==> config.mk <==
export PLATFORM = sky130hd
export DESIGN_NAME = button_hold_duration_classifier
export DESIGN_NICKNAME = d
export VERILOG_FILES = /design/src/rtl/bhdc_pkg.sv /design/src/rtl/bhdc_cfg.sv /design/src/rtl/bhdc_core.sv /design/src/rtl/button_hold_duration_classifier.sv
export SDC_FILE = /design/constraint.sdc
export NUM_CORES = 1
export LEC_CHECK = 0
export BUFFER_PORTS_ARGS = -buffer_cell sky130_fd_sc_hd__buf_2
export CELL_PAD_IN_SITES_DETAIL_PLACEMENT = 2
export CELL_PAD_IN_SITES_GLOBAL_PLACEMENT = 2
export CORE_UTILIZATION = 41
export DETAILED_ROUTE_END_ITERATION = 8
export PLACE_DENSITY = 0.94
export REMOVE_ABC_BUFFERS = 1
export SYNTH_ARGS = -nofsm -noshare
export SYNTH_HDL_FRONTEND = slang
export SYNTH_SLANG_ARGS = --single-unit
==> constraint.sdc <==
create_clock -name i_clk -period 8.4 [get_ports i_clk]
set_input_delay 0.84 -clock i_clk [delete_from_list [all_inputs] [get_ports i_clk]]
set_output_delay 0.84 -clock i_clk [all_outputs]
set_load 0.03 [all_outputs]
==> src/rtl/bhdc_pkg.sv <==
// ----------------------------------------------------------------------------
// bhdc_pkg
// Types and constants shared by the button hold duration classifier.
// ----------------------------------------------------------------------------
package bhdc_pkg;

    localparam int unsigned TIME_W    = 32;
    localparam int unsigned CFG_W     = 16;
    localparam int unsigned CFG_IDX_W = 3;
    localparam int unsigned EVENT_W   = 3;

    typedef struct packed {
        logic [TIME_W-1:0] now_ms;
        logic              pressed;
        logic              link_active;
    } t_in_item;

    typedef struct packed {
        logic [EVENT_W-1:0] event_res;
        logic               warn_first;
        logic               warn_second;
        logic [TIME_W-1:0]  held_time;
    } t_out_item;

    typedef struct packed {
        logic [CFG_W-1:0] grace_time;
        logic [CFG_W-1:0] stuck_timeout;
        logic [CFG_W-1:0] tap_minimum;
        logic [CFG_W-1:0] first_warn_time;
        logic [CFG_W-1:0] first_erase_time;
        logic [CFG_W-1:0] second_warn_time;
        logic [CFG_W-1:0] second_erase_time;
    } t_cfg;

    localparam logic [CFG_IDX_W-1:0] REG_GRACE_TIME        = 3'd0;
    localparam logic [CFG_IDX_W-1:0] REG_STUCK_TIMEOUT     = 3'd1;
    localparam logic [CFG_IDX_W-1:0] REG_TAP_MINIMUM       = 3'd2;
    localparam logic [CFG_IDX_W-1:0] REG_FIRST_WARN_TIME   = 3'd3;
    localparam logic [CFG_IDX_W-1:0] REG_FIRST_ERASE_TIME  = 3'd4;
    localparam logic [CFG_IDX_W-1:0] REG_SECOND_WARN_TIME  = 3'd5;
    localparam logic [CFG_IDX_W-1:0] REG_SECOND_ERASE_TIME = 3'd6;

    localparam logic [CFG_W-1:0] RST_GRACE_TIME        = 16'd3500;
    localparam logic [CFG_W-1:0] RST_STUCK_TIMEOUT     = 16'd2000;
    localparam logic [CFG_W-1:0] RST_TAP_MINIMUM       = 16'd50;
    localparam logic [CFG_W-1:0] RST_FIRST_WARN_TIME   = 16'd9000;
    localparam logic [CFG_W-1:0] RST_FIRST_ERASE_TIME  = 16'd10000;
    localparam logic [CFG_W-1:0] RST_SECOND_WARN_TIME  = 16'd14000;
    localparam logic [CFG_W-1:0] RST_SECOND_ERASE_TIME = 16'd15000;

    localparam logic [EVENT_W-1:0] EV_NONE         = 3'd0;
    localparam logic [EVENT_W-1:0] EV_TAP          = 3'd1;
    localparam logic [EVENT_W-1:0] EV_FIRST_ERASE  = 3'd2;
    localparam logic [EVENT_W-1:0] EV_SECOND_ERASE = 3'd3;
    localparam logic [EVENT_W-1:0] EV_FIRST_SKIP   = 3'd4;
    localparam logic [EVENT_W-1:0] EV_SECOND_SKIP  = 3'd5;
    localparam logic [EVENT_W-1:0] EV_LATE_RELEASE = 3'd6;
    localparam logic [EVENT_W-1:0] EV_STUCK        = 3'd7;

endpackage

==> src/rtl/bhdc_cfg.sv <==
// ----------------------------------------------------------------------------
// bhdc_cfg
// Configuration register file; writes to unknown indexes are dropped.
// ----------------------------------------------------------------------------
module bhdc_cfg
    import bhdc_pkg::*;
(
    input  logic                 i_clk,
    input  logic                 i_rst_n,
    input  logic                 i_cfg_valid,
    input  logic [CFG_IDX_W-1:0] i_cfg_index,
    input  logic [CFG_W-1:0]     i_cfg_data,
    output logic                 o_cfg_ready,
    output t_cfg                 o_cfg
);

    t_cfg r_cfg;

    assign o_cfg_ready = 1'b1;
    assign o_cfg       = r_cfg;

    always_ff @(posedge i_clk) begin
        if (!i_rst_n) begin
            r_cfg.grace_time        <= RST_GRACE_TIME;
            r_cfg.stuck_timeout     <= RST_STUCK_TIMEOUT;
            r_cfg.tap_minimum       <= RST_TAP_MINIMUM;
            r_cfg.first_warn_time   <= RST_FIRST_WARN_TIME;
            r_cfg.first_erase_time  <= RST_FIRST_ERASE_TIME;
            r_cfg.second_warn_time  <= RST_SECOND_WARN_TIME;
            r_cfg.second_erase_time <= RST_SECOND_ERASE_TIME;
        end else if (i_cfg_valid) begin
            case (i_cfg_index)
                REG_GRACE_TIME:        r_cfg.grace_time        <= i_cfg_data;
                REG_STUCK_TIMEOUT:     r_cfg.stuck_timeout     <= i_cfg_data;
                REG_TAP_MINIMUM:       r_cfg.tap_minimum       <= i_cfg_data;
                REG_FIRST_WARN_TIME:   r_cfg.first_warn_time   <= i_cfg_data;
                REG_FIRST_ERASE_TIME:  r_cfg.first_erase_time  <= i_cfg_data;
                REG_SECOND_WARN_TIME:  r_cfg.second_warn_time  <= i_cfg_data;
                REG_SECOND_ERASE_TIME: r_cfg.second_erase_time <= i_cfg_data;
                default: ;
            endcase
        end
    end

endmodule

==> src/rtl/bhdc_core.sv <==
// ----------------------------------------------------------------------------
// bhdc_core
// Hold-state registers and single-pass classification of one poll.
// ----------------------------------------------------------------------------
module bhdc_core
    import bhdc_pkg::*;
(
    input  logic      i_clk,
    input  logic      i_rst_n,
    input  logic      i_step,
    input  t_in_item  i_item,
    input  t_cfg      i_cfg,
    output t_out_item o_res
);

    logic              r_armed, n_armed;
    logic              r_release_seen, n_release_seen;
    logic              r_last_level, n_last_level;
    logic              r_long_done, n_long_done;
    logic [TIME_W-1:0] r_press_start, n_press_start;
    logic              r_first_warned, n_first_warned;
    logic              r_second_warned, n_second_warned;

    logic [CFG_W:0]    stuck_limit;
    logic [TIME_W-1:0] held;
    t_out_item         res;

    assign stuck_limit = {1'b0, i_cfg.grace_time} + {1'b0, i_cfg.stuck_timeout};
    assign held        = i_item.now_ms - r_press_start;

    always_comb begin
        n_armed         = r_armed;
        n_release_seen  = r_release_seen;
        n_last_level    = r_last_level;
        n_long_done     = r_long_done;
        n_press_start   = r_press_start;
        n_first_warned  = r_first_warned;
        n_second_warned = r_second_warned;
        res             = '0;

        if (i_item.now_ms < TIME_W'(i_cfg.grace_time)) begin
            res = '0;
        end else if (!r_armed) begin
            n_last_level   = i_item.pressed;
            n_release_seen = !i_item.pressed;
            n_armed        = 1'b1;
        end else if (!r_release_seen) begin
            if (!i_item.pressed) begin
                n_release_seen = 1'b1;
                n_last_level   = 1'b0;
            end else if (i_item.now_ms >= TIME_W'(stuck_limit)) begin
                n_release_seen = 1'b1;
                n_last_level   = 1'b1;
                res.event_res  = EV_STUCK;
            end
        end else if (i_item.pressed && !r_last_level) begin
            n_press_start   = i_item.now_ms;
            n_long_done     = 1'b0;
            n_first_warned  = 1'b0;
            n_second_warned = 1'b0;
            n_last_level    = 1'b1;
        end else if (i_item.pressed && r_last_level && !r_long_done
                     && (r_press_start != '0)) begin
            if (held >= TIME_W'(i_cfg.first_warn_time)
                && held < TIME_W'(i_cfg.first_erase_time) && !r_first_warned) begin
                n_first_warned = 1'b1;
                res.warn_first = 1'b1;
            end
            if (held >= TIME_W'(i_cfg.second_warn_time)
                && held < TIME_W'(i_cfg.second_erase_time) && !r_second_warned) begin
                n_second_warned = 1'b1;
                res.warn_second = 1'b1;
            end
            if (held >= TIME_W'(i_cfg.second_erase_time)) begin
                n_long_done   = 1'b1;
                res.event_res = i_item.link_active ? EV_SECOND_SKIP : EV_SECOND_ERASE;
            end else if (held >= TIME_W'(i_cfg.first_erase_time)) begin
                n_long_done   = 1'b1;
                res.event_res = i_item.link_active ? EV_FIRST_SKIP : EV_FIRST_ERASE;
            end
        end else if (!i_item.pressed && r_last_level && !r_long_done) begin
            n_last_level = 1'b0;
            if (held >= TIME_W'(i_cfg.tap_minimum)
                && held < TIME_W'(i_cfg.first_erase_time)) begin
                res.event_res = EV_TAP;
                res.held_time = held;
            end else if (held >= TIME_W'(i_cfg.first_erase_time)) begin
                res.event_res = EV_LATE_RELEASE;
                res.held_time = held;
            end
        end else begin
            n_last_level = i_item.pressed;
        end
    end

    assign o_res = res;

    always_ff @(posedge i_clk) begin
        if (!i_rst_n) begin
            r_armed         <= 1'b0;
            r_release_seen  <= 1'b0;
            r_last_level    <= 1'b0;
            r_long_done     <= 1'b0;
            r_press_start   <= '0;
            r_first_warned  <= 1'b0;
            r_second_warned <= 1'b0;
        end else if (i_step) begin
            r_armed         <= n_armed;
            r_release_seen  <= n_release_seen;
            r_last_level    <= n_last_level;
            r_long_done     <= n_long_done;
            r_press_start   <= n_press_start;
            r_first_warned  <= n_first_warned;
            r_second_warned <= n_second_warned;
        end
    end

    a_release_needs_arm: assert property (@(posedge i_clk) disable iff (!i_rst_n)
        !r_armed |-> !r_release_seen)
        else $error("release seen before arming");

    a_long_needs_release: assert property (@(posedge i_clk) disable iff (!i_rst_n)
        !r_release_seen |-> !r_long_done)
        else $error("erase latched before release seen");

    a_stuck_sets_level: assert property (@(posedge i_clk) disable iff (!i_rst_n)
        i_step && res.event_res == EV_STUCK |=> r_release_seen && r_last_level)
        else $error("stuck event did not end the wait");

    a_held_only_on_release: assert property (@(posedge i_clk) disable iff (!i_rst_n)
        i_step && res.held_time != '0
        |-> res.event_res == EV_TAP || res.event_res == EV_LATE_RELEASE)
        else $error("hold time reported without release event");

    a_release_clears_level: assert property (@(posedge i_clk) disable iff (!i_rst_n)
        i_step && (res.event_res == EV_TAP || res.event_res == EV_LATE_RELEASE)
        |=> !r_last_level)
        else $error("release event left level high");

endmodule

==> src/rtl/button_hold_duration_classifier.sv <==
// ----------------------------------------------------------------------------
// button_hold_duration_classifier
// Classifies button holds into taps, warnings, erase, skip, stuck and late-release reports.
//
//   channel  direction  handshake                  payload
//   input    in         i_valid / o_ready          i_in  (t_in_item)
//   result   out        o_valid / i_ready          o_out (t_out_item)
//   config   in         i_cfg_valid / o_cfg_ready  i_cfg_index, i_cfg_data
//
// One poll per cycle is sustained while results are taken; a poll passes from
// the input register through classification into the result register.
// The classification and state update are one pass of compares, one 32-bit
// subtraction and a 17-bit addition between the input and result registers.
// A stalled result holds the result register; the input register still
// takes a new poll while the result register is being emptied.
// Synchronous reset restores register defaults and clears all hold state.
// ----------------------------------------------------------------------------
module button_hold_duration_classifier
    import bhdc_pkg::*;
(
    input  logic                 i_clk,
    input  logic                 i_rst_n,
    input  logic                 i_valid,
    output logic                 o_ready,
    input  t_in_item             i_in,
    output logic                 o_valid,
    input  logic                 i_ready,
    output t_out_item            o_out,
    input  logic                 i_cfg_valid,
    output logic                 o_cfg_ready,
    input  logic [CFG_IDX_W-1:0] i_cfg_index,
    input  logic [CFG_W-1:0]     i_cfg_data
);

    logic      r_in_valid;
    t_in_item  r_in;
    logic      r_out_valid;
    t_out_item r_out;
    logic      advance;
    t_cfg      cfg;
    t_out_item res;

    assign advance = r_in_valid && (!r_out_valid || i_ready);
    assign o_ready = !r_in_valid || advance;
    assign o_valid = r_out_valid;
    assign o_out   = r_out;

    bhdc_cfg u_cfg (
        .i_clk       (i_clk),
        .i_rst_n     (i_rst_n),
        .i_cfg_valid (i_cfg_valid),
        .i_cfg_index (i_cfg_index),
        .i_cfg_data  (i_cfg_data),
        .o_cfg_ready (o_cfg_ready),
        .o_cfg       (cfg)
    );

    bhdc_core u_core (
        .i_clk   (i_clk),
        .i_rst_n (i_rst_n),
        .i_step  (advance),
        .i_item  (r_in),
        .i_cfg   (cfg),
        .o_res   (res)
    );

    always_ff @(posedge i_clk) begin
        if (!i_rst_n) begin
            r_in_valid <= 1'b0;
        end else if (i_valid && o_ready) begin
            r_in_valid <= 1'b1;
        end else if (advance) begin
            r_in_valid <= 1'b0;
        end
    end

    always_ff @(posedge i_clk) begin
        if (i_valid && o_ready) begin
            r_in <= i_in;
        end
    end

    always_ff @(posedge i_clk) begin
        if (!i_rst_n) begin
            r_out_valid <= 1'b0;
        end else if (advance) begin
            r_out_valid <= 1'b1;
        end else if (i_ready) begin
            r_out_valid <= 1'b0;
        end
    end

    always_ff @(posedge i_clk) begin
        if (advance) begin
            r_out <= res;
        end
    end

endmodule
After elaboration in Yosys (flattened, before gate mapping)
Cells that the tools add are included.
{"block": "totals", "regBits": 223, "latchBits": 0, "mem_bits_rw": 0, "romBits": 0, "output_inout_bits": 40, "word_cells": 137, "mem_count": 0}
{"block": "classes", "add_sub_neg": 2, "mul": 0, "n_div": 0, "magnitude_cmp": 9, "eq_ne": 8, "shift": 0, "n_mux": 44, "bitwise_logic": 5, "reduce_logical": 46}
{"op": ">= comparator 32 x 16 -> 1 bit", "count": 5}
{"op": "two-way mux 32 bit", "count": 4}
{"op": "< comparator 32 x 16 -> 1 bit", "count": 3}
{"op": "two-way mux 37 bit", "count": 1}
{"op": "two-way mux 3 bit", "count": 11}
{"op": ">= comparator 32 x 17 -> 1 bit", "count": 1}
{"op": "nonzero test 32 bit", "count": 1}
{"op": "subtractor 32 bit", "count": 1}
{"op": "two-way mux 1 bit", "count": 27}
{"op": "AND reduction 6 bit", "count": 3}
{"op": "adder 16 x 16 -> 17 bit", "count": 1}
{"op": "AND reduction 2 bit", "count": 8}
{"op": "logical AND 1 bit", "count": 13}
{"op": "nonzero test 2 bit", "count": 5}
{"op": "== test 3 bit, second input constant", "count": 3}
{"op": "inequality test 4 bit, second input constant", "count": 2}
{"op": "logical NOT 1 bit", "count": 7}
{"op": "== test 3 x 2 -> 1 bit, second input constant", "count": 2}
{"op": "OR reduction 6 bit", "count": 1}
{"op": "inverter 1 bit", "count": 5}
{"op": "AND reduction 5 bit", "count": 1}
{"op": "OR reduction 5 bit", "count": 1}
{"op": "AND reduction 4 bit", "count": 1}
{"op": "== test 3 x 1 -> 1 bit, second input constant", "count": 1}
{"op": "other kinds (5)", "count": 6}

Longest topological paths before layout
{"block": "logic_depth", "word_depth": 8, "ltp_mapped": 21, "depth_no_buf": 21}

Modules after synthesis
A second synthesis with hierarchy kept.
{"block": "unflattened", "hier_cells": 1496, "area_unflattened_um2": 13848.3}
{"mod": "bhdc_core", "n_inst": 1, "cells_per_inst": 1012, "area_each_um2": 7354.6, "seq_area_each_um2": 760.7}
{"mod": "bhdc_cfg", "n_inst": 1, "cells_per_inst": 404, "area_each_um2": 4257.8, "seq_area_each_um2": 2242.2}
{"mod": "button_hold_duration_classifier", "n_inst": 1, "cells_per_inst": 80, "area_each_um2": 2235.9, "seq_area_each_um2": 2172.1}

Least setup slack after synthesis
OpenSTA, ideal clock, no wires.
{"block": "synth_timing", "path_type": "reg-to-reg", "start": "reg r_in[6] (netlist bit)", "end": "reg r_out, in the netlist o_out[28] (data pin)", "setup_time_ns": 0.270, "t_arrival_ns": 4.145, "required_ns": 8.130, "slack_ns": 3.985, "path_stages_with_launch": 16, "n_path_buf": 1, "period_less_slack_ns": 4.415, "cell_sequence": "edfxtp_1 ha_1 a21o_1 or3_1 o21a_1 a21o_1 a21oi_1 xnor2_1 ha_1 a2111oi_0 o221ai_1 o22ai_1 or4bb_1 a2111oi_4 buf_6 nor3_1"}
{"block": "synth_via", "elab_chain_len": 4, "word_cells_on_any_way": 9, "cone_classes": "1 x add/sub; 4 x order compare; 2 x mux; 2 x reduce/logical"}
{"item": "start, declared", "line_no": "button_hold_duration_classifier.sv:36", "text": "t_in_item r_in;"}
{"item": "start signal, assigned", "line_no": "button_hold_duration_classifier.sv:79", "text": "r_in <= i_in;"}
{"item": "subtractor 32 bit", "line_no": "bhdc_core.sv:29", "text": "assign held = i_item.now_ms - r_press_start;"}
{"item": ">= comparator 32 x 16 -> 1 bit (tied with other cells)", "line_no": "bhdc_core.sv:87", "text": "end else if (held >= TIME_W'(i_cfg.first_erase_time)) begin"}
{"item": "two-way mux 32 bit or logical AND 1 bit (tied branches)", "line_no": "bhdc_core.sv:87, bhdc_core.sv:84"}
{"item": "two-way mux 32 bit", "line_no": "bhdc_core.sv:83", "text": "if (held >= TIME_W'(i_cfg.tap_minimum)"}
{"item": "end signal, assigned", "line_no": "button_hold_duration_classifier.sv:95", "text": "r_out <= res;"}
{"item": "end, declared", "line_no": "button_hold_duration_classifier.sv:38", "text": "t_out_item r_out;"}
Parallel ways exist; a longest one is shown, timed or not.
A chain may end at the register's enable or synchronous reset.

Worst setup path in the final report
{"block": "layout_timing", "start": "reg r_in[9] (netlist bit)", "end": "reg r_out, in the netlist o_out[31] (data pin)"}
Same word-level chain as after synthesis.

==> summary.txt <==
Outcome
  – Status: finished, final reports clean

Synthesis
  – Register area share after synthesis: 0.390
  – Synth Area in Compound Gates: 0.170
  – Syn avg cell area: around 8.7 um^2
  – Synth Area in Simple Gates: 0.177
  – Syn Std Cell Area: around 0.013 mm^2
  – YS warnings: 0
  – Synth Area in Adders: 0.153
  – Synth async-reset ratio: 0
  – Largest family of logic cells by synthesized area: simple AND/OR/NAND/NOR gates
  – Post-Synthesis Cells: 1519
  – Flop and latch count out of synthesis: 223
  – EDFF count, synth: between 70 and 80
  – Post-synthesis xor/xnor area fraction: 0.0251
  – Mux cell area share after synthesis: 0.0265
  – Distinct cells, synth: 64
  – Post-synth top flop: dfxtp_1

STA
  – Post-Route Skew: roughly 0.019 ns
  – Sum Neg Setup Slack: 0 ns
  – Post-route minimum period: 6.49 ns
  – Worst-margin pin slew: approximately 1.4 ns
  – Final hold violations: 0
  – Final Setup Violations: 0
  – RSZ-0062 raised after global routing: false
  – Slew headroom: 0.0807
  – Highest Clock Rate: 0.154 GHz
  – Max-slew violation total from the final report: 0
  – Final period utilization: 0.773

Route
  – Pre-antenna DRT Iters: 5
  – Vias per cell: about 6.5
  – DRC: 0
  – Vias: roughly 13000
  – WL/cell: about 32 um
  – Initial DRC Count: just over 1000
  – WL final: between 60000 and 70000 um
  – Antenna Nets Post-Route: 0

Die
  – Die width: 182 um
  – Core Area: between 0.03 and 0.04 mm^2
  – Rows: between 60 and 70
  – I/O Pins: 98
  – Vert. Die Dim: between 150 and 200 um
  – Starting density of the core: 0.418
  – Die ar.: 0.0331 mm^2

Global route
  – Initial antenna violation count: 2
  – Largest net degree at the start of global routing: ~70
  – First-pass GRT wire length: ~96000 um
  – Via count of the first global-routing pass: 14894
  – Gr usage total: 0.385
  – Overflow after GRT: 0

Critical path
  – Cell Chain, Critical Path: ha_1 > a21oi_1 > a211o_1 > a21o_1 > nor2b_1 > xnor2_1 > ha_1 > nand2_1 > nor2_1 > nand3_1 > nor2_1 > o21a_1 > o22ai_1 > or4bb_1 > a2111oi_4 > buf_4 > nor3b_1
  – Critical Path RT: about 8.6 ns
  – R2R depth: 17
  – CP Class: flop to flop
  – Worst Setup Start Kind: flop
  – CP Capture Type: flop
  – Slowest stage cell, crit path: xnor2_1
  – Crit path DAT: between 6 and 7 ns
  – CP max FO: 19
  – Worst path max stage delay: approximately 0.89 ns

Placement
  – Placer Congestion: between 0.8 and 0.9
  – DP HPWL: 40200 um
  – IO Port Bufs: 96

Final layout
  – Fin util: 0.475
  – Final nets: between 1500 and 2000
  – Most common cell after layout, fill and taps aside: nand2_1
  – Register Area: 0.00517 mm^2
  – Multi-input gate area: around 0.0073 mm^2
  – Area Overhead vs Synth: 13.6%
  – Layout cells sized above 1: 0.104
  – Most frequent cells in the layout: 246 x nand2_1, 159 x ha_1, 152 x dfxtp_1
  – Fillers: ~3500

Clock tree
  – CTS Root Cell: clkbuf_16
  – CTS H-tree depth: 1
  – Hold buffers post-CTS: 0
  – Worst-skew pair later-pin latency: 0.56 ns
  – # Post-CTS Setup Buffers: 0
  – CTS resizes: 0
  – Clock buffer depth: 3
  – Clk sinks: 223
  – Clk slew on worst S/H paths: roughly 0.07 ns
  – TritonCTS clock tree: built
  – Total CTS buffers: 26

Pwr
  – Static leakage: a little over 6 nW
  – P per Cell Area: around 200 mW/mm^2
  – Worst vdd ir: around 0.17 mV

Job
  – Max Cap Viol: 0

Worst hold path
  – Hold Crit Class: input pin to flop
  – Hold path depth: 1
==> registers in the layout (all words and copies together) (netlist names), 32 cells and up <==
name and count:
r_in 34, o_out 37, u_cfg.o_cfg 112, u_core.r_press_start 32
==> power breakdown <==
part,total [mW],switching [mW],internal (mW)
sequential,1.18,0.0303,1.15
clock,1.22,0.532,0.690
combinational,0.542,0.364,0.178
total,2.94,0.926,2.01
==> Yosys cell counts, types with 3 or more instances <==
master | number | area, um^2
nand2_1 | 246 | 923
ha_1 | 159 | 1990
dfxtp_1 | 152 | 3040
inv_1 | 145 | 544
a21oi_1 | 141 | 706
nor2_1 | 84 | 315
edfxtp_1 | 71 | 2130
a21o_1 | 49 | 368
clkbuf_1 | 47 | 176
o211ai_1 | 42 | 315
o21ai_0 | 42 | 210
mux2i_1 | 34 | 340
nor3_1 | 29 | 145
nand3_1 | 26 | 130
nor3b_1 | 23 | 173
o21a_1 | 20 | 150
xnor2_1 | 20 | 175
nand2b_1 | 19 | 119
nand4_1 | 19 | 119
xor2_1 | 18 | 158
nor2b_1 | 16 | 100
nor4_1 | 15 | 93.8
a31oi_1 | 9 | 56.3
o21bai_1 | 7 | 52.6
a211oi_1 | 6 | 45.0
and4_1 | 6 | 52.6
or3_1 | 6 | 37.5
and2_1 | 5 | 31.3
o22ai_1 | 4 | 25.0
a2111oi_0 | 3 | 26.3
a41oi_1 | 3 | 26.3
and3_1 | 3 | 18.8
buf_1 | 3 | 11.3
buf_6 | 3 | 33.8
o2111ai_1 | 3 | 26.3
==> path summary, 6_finish.rpt <==
kind | start | to | slack, ns
hold reg to reg | u_cfg.o_cfg[10] | u_cfg.o_cfg[10] | 0.46
hold / removal | i_in[27] | r_in[27] | 0.46
setup / recovery | r_in[9] | o_out[31] | 1.91
setup reg to reg | r_in[9] | o_out[31] | 1.91
==> kinds of logic after synthesis <==
| logic type | count (synthesis) |
|---|---|
| multiplexers | 35 |
| other | 1 |
| XOR/XNOR | 38 |
| adder cells (fa/ha/maj) | 161 |
| flip-flops | 223 |
| AO/OA/AOI/OAI | 354 |
| AND/OR/NAND/NOR | 507 |
| buffers and inverters | 200 |
==> critical path: cells and delay by family, from the launching register on <==
| kind | cells | cell delay (ns) |
|---|---|---|
| compound gates | 6 | 2.20 |
| xor+xnor | 1 | 0.89 |
| fa+ha+maj | 2 | 0.91 |
| buf+inv | 1 | 0.39 |
| flops | 1 | 0.50 |
| simple gates | 7 | 1.25 |
==> final cells by class <==
class	instances	area share
Tap cell	402	0.0334
Clock inverter	16	0.0112
Timing Repair Buffer	117	0.0423
Multi-Input combinational cell	1096	0.486
Clock buffer	32	0.0467
Sequential cell	223	0.343
Inverter	146	0.0364
Antenna cell	1	0.000166
==> through the flow <==
step	std cells	cell area, um^2	power [mW]	hold slack, ns	setup slack (ns)
floorplan	1465	13000	1.47	0.423	3.52
global placement	1984	14200	1.62	0.437	2.95
detailed placement	1984	14200	1.68	0.453	2.37
CTS	2032	15100	2.92	0.457	2.04
global route	2032	15100	3.00	0.461	1.90
finish	2033	15100	2.94	0.463	1.91
==> per-layer routing <==
layer / vias up / global-route usage / wire, um
met2: 721 / 0.672 / 31100
li1: 5507 / - / -
met3: 302 / 0.0694 / 4220
met4: 0 / 0.251 / 4540
met1: 6651 / 0.430 / 24200
met5: - / 0 / 0
(Power assumes the default switching activity.)
